`src/sv/rsbh_pkg.sv`:
```
package rsbh_pkg;

  localparam int BIN_BITS    = 3;
  localparam int ACC_BITS    = 40;
  localparam int WEIGHT_BITS = 24;

  localparam int SUB_BITS    = 8 - BIN_BITS;
  localparam int BINS_PER_CH = (1 << BIN_BITS) + 1;
  localparam int NUM_BINS    = BINS_PER_CH * BINS_PER_CH * BINS_PER_CH;
  localparam int ADDR_BITS   = $clog2(NUM_BINS);
  // per-axis weight 0 .. 2^SUB_BITS, product 0 .. 2^(3*SUB_BITS)
  localparam int H_BITS      = SUB_BITS + 1;
  localparam int W_BITS      = 3 * SUB_BITS + 1;
  localparam int STEP_BITS   = 3;

  localparam logic [STEP_BITS-1:0] LAST_STEP = '1;

  localparam logic [1:0] ACT_INSERT = 2'd0;
  localparam logic [1:0] ACT_REMOVE = 2'd1;
  localparam logic [1:0] ACT_READ   = 2'd2;
  localparam logic [1:0] ACT_CLEAR  = 2'd3;

  localparam logic [ACC_BITS-1:0]    ACC_MAX = {1'b0, {(ACC_BITS-1){1'b1}}};
  localparam logic [ACC_BITS-1:0]    ACC_MIN = {1'b1, {(ACC_BITS-1){1'b0}}};
  localparam logic [WEIGHT_BITS-1:0] PW_MAX  = {1'b0, {(WEIGHT_BITS-1){1'b1}}};
  localparam logic [WEIGHT_BITS-1:0] PW_MIN  = {1'b1, {(WEIGHT_BITS-1){1'b0}}};
  localparam logic [ADDR_BITS-1:0]   LAST_BIN = ADDR_BITS'(NUM_BINS - 1);

  typedef struct packed {
    logic                 load;       // capture the request at the input
    logic                 upd_issue;  // read one neighbour bin for update
    logic [STEP_BITS-1:0] step;       // neighbour number {dr, dg, db}
    logic                 rd_issue;   // read the requested bin
    logic                 clr_wr;     // write zero at clr_addr
    logic [ADDR_BITS-1:0] clr_addr;
    logic                 finish;     // load the result register
  } cmd_t;

  typedef struct packed {
    logic mode;
    logic out_free;
  } stat_t;

  function automatic logic [ADDR_BITS-1:0] step_offset(input logic [STEP_BITS-1:0] k);
    int off;
    off = int'(k[2]) * BINS_PER_CH * BINS_PER_CH + int'(k[1]) * BINS_PER_CH + int'(k[0]);
    return ADDR_BITS'(off);
  endfunction

  // lower neighbour gets 2^S - f, upper neighbour gets f
  function automatic logic [H_BITS-1:0] axis_weight(input logic [SUB_BITS-1:0] f,
                                                   input logic upper);
    logic [H_BITS-1:0] fe;
    fe = {1'b0, f};
    return upper ? fe : (H_BITS'(1 << SUB_BITS) - fe);
  endfunction

endpackage

```
`src/sv/rsbh_ctrl.sv`:
```
module rsbh_ctrl (
  input  logic            clk,
  input  logic            rst,
  input  logic            in_valid,
  input  logic [1:0]      action,
  output logic            in_stall,
  input  rsbh_pkg::stat_t stat,
  output rsbh_pkg::cmd_t  cmd
);
  import rsbh_pkg::*;

  localparam logic [2:0] S_INIT = 3'd0;
  localparam logic [2:0] S_IDLE = 3'd1;
  localparam logic [2:0] S_UPD  = 3'd2;
  localparam logic [2:0] S_RD   = 3'd3;
  localparam logic [2:0] S_CLR  = 3'd4;
  localparam logic [2:0] S_FIN  = 3'd5;

  logic [2:0]           state, state_next;
  logic [STEP_BITS-1:0] step, step_next;
  logic [ADDR_BITS-1:0] clr_cnt, clr_cnt_next;
  logic                 last_step;

  // simple mode touches one bin only
  assign last_step = (step == LAST_STEP) || !stat.mode;
  assign in_stall  = (state != S_IDLE);

  always_comb begin
    state_next   = state;
    step_next    = step;
    clr_cnt_next = clr_cnt;
    cmd          = '0;
    cmd.step     = step;
    cmd.clr_addr = clr_cnt;
    unique case (state)
      S_IDLE: begin
        if (in_valid) begin
          cmd.load = 1'b1;
          unique case (action) inside
            ACT_INSERT, ACT_REMOVE: begin
              state_next = S_UPD;
              step_next  = '0;
            end
            ACT_READ: state_next = S_RD;
            default: begin
              state_next   = S_CLR;
              clr_cnt_next = '0;
            end
          endcase
        end
      end
      S_UPD: begin
        cmd.upd_issue = 1'b1;
        if (last_step) begin
          state_next = S_FIN;
        end else begin
          step_next = step + STEP_BITS'(1);
        end
      end
      S_RD: begin
        cmd.rd_issue = 1'b1;
        state_next   = S_FIN;
      end
      S_CLR, S_INIT: begin
        cmd.clr_wr = 1'b1;
        if (clr_cnt == LAST_BIN) begin
          state_next = (state == S_CLR) ? S_FIN : S_IDLE;
        end else begin
          clr_cnt_next = clr_cnt + ADDR_BITS'(1);
        end
      end
      S_FIN: begin
        if (stat.out_free) begin
          cmd.finish = 1'b1;
          state_next = S_IDLE;
        end
      end
      default: state_next = S_INIT;
    endcase
  end

  always_ff @(posedge clk) begin
    if (rst) begin
      state   <= S_INIT;
      step    <= '0;
      clr_cnt <= '0;
    end else begin
      state   <= state_next;
      step    <= step_next;
      clr_cnt <= clr_cnt_next;
    end
  end

endmodule

```
`config.mk`:
```
export PLATFORM = sky130hd
export DESIGN_NAME = rsbh_ctrl
export DESIGN_NICKNAME = d
export VERILOG_FILES = /design/src/sv/rsbh_pkg.sv /design/src/sv/rsbh_ctrl.sv
export SDC_FILE = /design/constraint.sdc
export NUM_CORES = 1
export LEC_CHECK = 0
export ABC_AREA = 1
export BUFFER_PORTS_ARGS = -buffer_cell sky130_fd_sc_hd__buf_2
export CORE_ASPECT_RATIO = 1.5
export CORE_UTILIZATION = 45
export CTS_BUF_LIST = sky130_fd_sc_hd__clkbuf_8
export CTS_CLUSTER_DIAMETER = 30
export DETAILED_ROUTE_END_ITERATION = 7
export HOLD_SLACK_MARGIN = 0.12
export PLACE_DENSITY = 0.7
export SYNTH_ARGS = -nofsm -noshare
export SYNTH_HDL_FRONTEND = slang
export SYNTH_SLANG_ARGS = --single-unit
```
`constraint.sdc`:
```
create_clock -name clk -period 2 [get_ports clk]
set_input_delay 0 -clock clk [delete_from_list [all_inputs] [get_ports clk]]
set_output_delay 0 -clock clk [all_outputs]
set_load 0.01 [all_outputs]
```
==> impl_metrics.tcl <==
set metrics [dict create \
    whs_path_depth 4 \
    setup_ws_ps 389 \
    r2r_cells 10 \
    totalNegativeSetupSlack_ps 0 \
    hp-class "in -> reg" \
    drv_cap 0 \
    avgRoutedWirePerCell_um 11.0 \
    p_seq_frac 0.540 \
    cts.sinks 16 \
    path_class "reg -> reg" \
    drive_gt1_frac 0.216 \
    yosys.area_share.adder 0.0493 \
    crit_chain "inv_1, ha_1, nand2_1, nor2_1, nand3_1, nand2_2, nand2_2, o21ai_0, nand2_1, nor2_1" \
    cts_hold_buffers 1 \
    synth_top_area_frac 0.316 \
    p_sw_uw 135 \
    nFillCells 216 \
    cpPeakStageDelay_ps 400 \
    r2r_end "clr_cnt[2]" \
    grt_setup_unrepaired "no" \
    yosysWarningCount 0 \
    synth_compound_area_frac 0.127 \
    final_cell_area_mm2 0.00121 \
    status "complete, no violations" \
    io_pins 26 \
    p_leak_nw 0.586 \
    wl_met3_um 130 \
    totalWireLength_um 2330 \
    slew_headroom 0.813 \
    r2r_slack_ps 390 \
    power.internal_uw 477 \
    synth-seq-cells 16 \
    min_from "stat[0]" \
    critPathLaunchType "register" \
    hold_slack_ps 168 \
    overflow 0 \
    synth_area_mm2 0.00101 \
    sw_frac_of_total 0.221 \
    initial_core_util 0.489 \
    skew_ps 2.43 \
    nets 203 \
    antenna_left 0 \
    grt_start_max_net_pins 13 \
    power.density_mw_per_mm2 507 \
    track_usage 0.223 \
    holdPathEnd "state[0]" \
    ys_seq_area_frac 0.316 \
    synth_top_area_cell "dfxtp_1" \
    vdd_drop_max_uv 397 \
    top_layer "met4" \
    clock_power_share 0.388 \
    netlist_instances 162 \
    synth_top_family_by_area "simple AND/OR/NAND/NOR gates" \
    viasPerCell 5.12 \
    core_area_mm2 0.00208 \
    worst_path_max_delay_cell "dfxtp_1" \
    numPortBuffers 25 \
    drtPass1Iterations 4 \
    synth-xor-area-share 0 \
    cp.arrival_ps 1750 \
    root_buffer "clkbuf_8" \
    place_area_mm2 0.00116 \
    wirelength_met1_um 986 \
    postCtsSetupBuffers 0 \
    synth_mux_area_frac 0 \
    wl_met2_um 1140 \
    insertion_delay_ps 250 \
    antenna_found_initial 0 \
    num_rows 20 \
    hold_viol_final 0 \
    setup_violations 0 \
    pwr-share-comb 0.072 \
    ctsResizeCount 0 \
    clockBufferDepth 2 \
    area_delta_synth_final_pct 19.0 \
    pre_cts_ws_ps 422 \
    drc_errors 0 \
    synth_area_leaders "dfxtp_1 32%, nand2_1 13%, nor2_1 13%" \
    syn_avg_cell_area_um2 6.26 \
    numCtsBuffers 3 \
    htree_levels 1 \
    clk_pin_slew_ps 60 \
    n_antenna_cell 0 \
    die_y_um 60.2 \
    first_global_vias 911 \
    post-dp-hpwl_um 1770 \
    max_freq_ghz 0.621 \
    critPathMaxFanout 12 \
    worst_pin_slew_ps 278 \
    synthSimpleGateAreaFrac 0.419 \
    synth.net_count 173 \
    slew_viol_final 0 \
    cts_tree "yes" \
    yosysUniqueCellTypes 21 \
    cp.required_ps 2140 \
    period_share 0.805 \
    die_w_um 40.8 \
    place.gp.congestion 0.936 \
    drt_iter0_drc 34 \
    grt_pass1_wl_um 3770 \
    rr_startpoint "clr_cnt[0]" \
    cp-end-kind "register" \
    post-route-min-period_ps 1610 \
    die_area_mm2 0.00245 \
    vias 1085 \
]
-- critical path, delay by kind of cell, from the launching register on --
family                     cells  cell delay (ps)
and+or+nand+nor                7              710
AOI/OAI and AO/OA              1              130
adders and majority gates      1              190
DFF                            1              400
buffers and inverters          1               80
-- how the worst max path moves through the flow --
stage,from,endpoint,slack [ps],cells after the start
2_1_floorplan,clr_cnt[0],clr_cnt[3],570,11
3_3_place_gp,clr_cnt[0],clr_cnt[2],420,10
3_5_place_dp,clr_cnt[0],clr_cnt[2],420,10
4_1_cts,clr_cnt[0],clr_cnt[2],410,10
5_1_grt,clr_cnt[0],clr_cnt[2],210,10
6_report,clr_cnt[0],clr_cnt[2],390,10
-- layout make-up --
type | instances | area [µm²] | area share
tap | 22 | 27.5 | 0.0228
inverter | 21 | 78.8 | 0.0653
sequential | 16 | 320 | 0.265
timing repair buffer | 26 | 135 | 0.112
clock buffer | 3 | 41.3 | 0.0342
multi-input combinational | 124 | 604 | 0.501
-- placed cells by master, fill, tap and decap left out --
cell / instances
dfxtp_1: 16
clkinv_1: 1
nand3b_1: 1
ha_1: 4
nor2_4: 2
o21ai_0: 8
clkbuf_8: 3
a21oi_2: 1
dlygate4sd3_1: 1
nand2_2: 5
nor3_1: 1
nor2_1: 34
a22oi_1: 1
a21oi_1: 13
inv_2: 3
nor2_2: 1
buf_2: 25
inv_1: 17
nand3_2: 1
o21bai_1: 1
nand4_1: 2
nand3_1: 15
nand2_1: 34
-- logic make-up after synthesis --
family,Yosys count
compound gates,24
fa+ha+maj,4
buf+inv,22
flops,16
simple gates,96
-- power by group through the flow --
| stage | registers, mW | logic [mW] | clock network (mW) |
|---|---|---|---|
| after floorplan | 0.339 | 0.0230 | 0 |
| after global placement | 0.338 | 0.0424 | 0 |
| after detailed placement | 0.338 | 0.0429 | 0 |
| after CTS | 0.331 | 0.0447 | 0.247 |
| after global routing | 0.332 | 0.0532 | 0.260 |
| final | 0.331 | 0.0440 | 0.238 |
-- Yosys cell counts (all sizes together) --
cell type / n
nor3: 1
inv: 20
o21bai: 1
a22oi: 1
nor2: 37
o21ai: 8
clkinv: 1
nand4: 2
nand3: 16
dfxtp: 16
ha: 4
nand2: 39
a21oi: 14
nand3b: 1
buf: 1
-- metal layers --
metal,up-vias,GRT usage
met5,-,0
met4,0,0.110
met3,7,0.0372
met2,38,0.392
met1,463,0.241
li1,577,-
-- state kept, by name (all words and copies together) (netlist names) --
register  flops
state         3
clr_cnt      10
step          3
-- metrics by stage --
stage	total power, mW	util	cells
floorplan	0.362	-	162
global placement	0.380	0.557	208
detailed placement	0.381	0.557	208
CTS	0.622	0.581	212
global route	0.645	0.581	212
finish	0.613	0.581	212
Power figures use the tool's default switching activity.
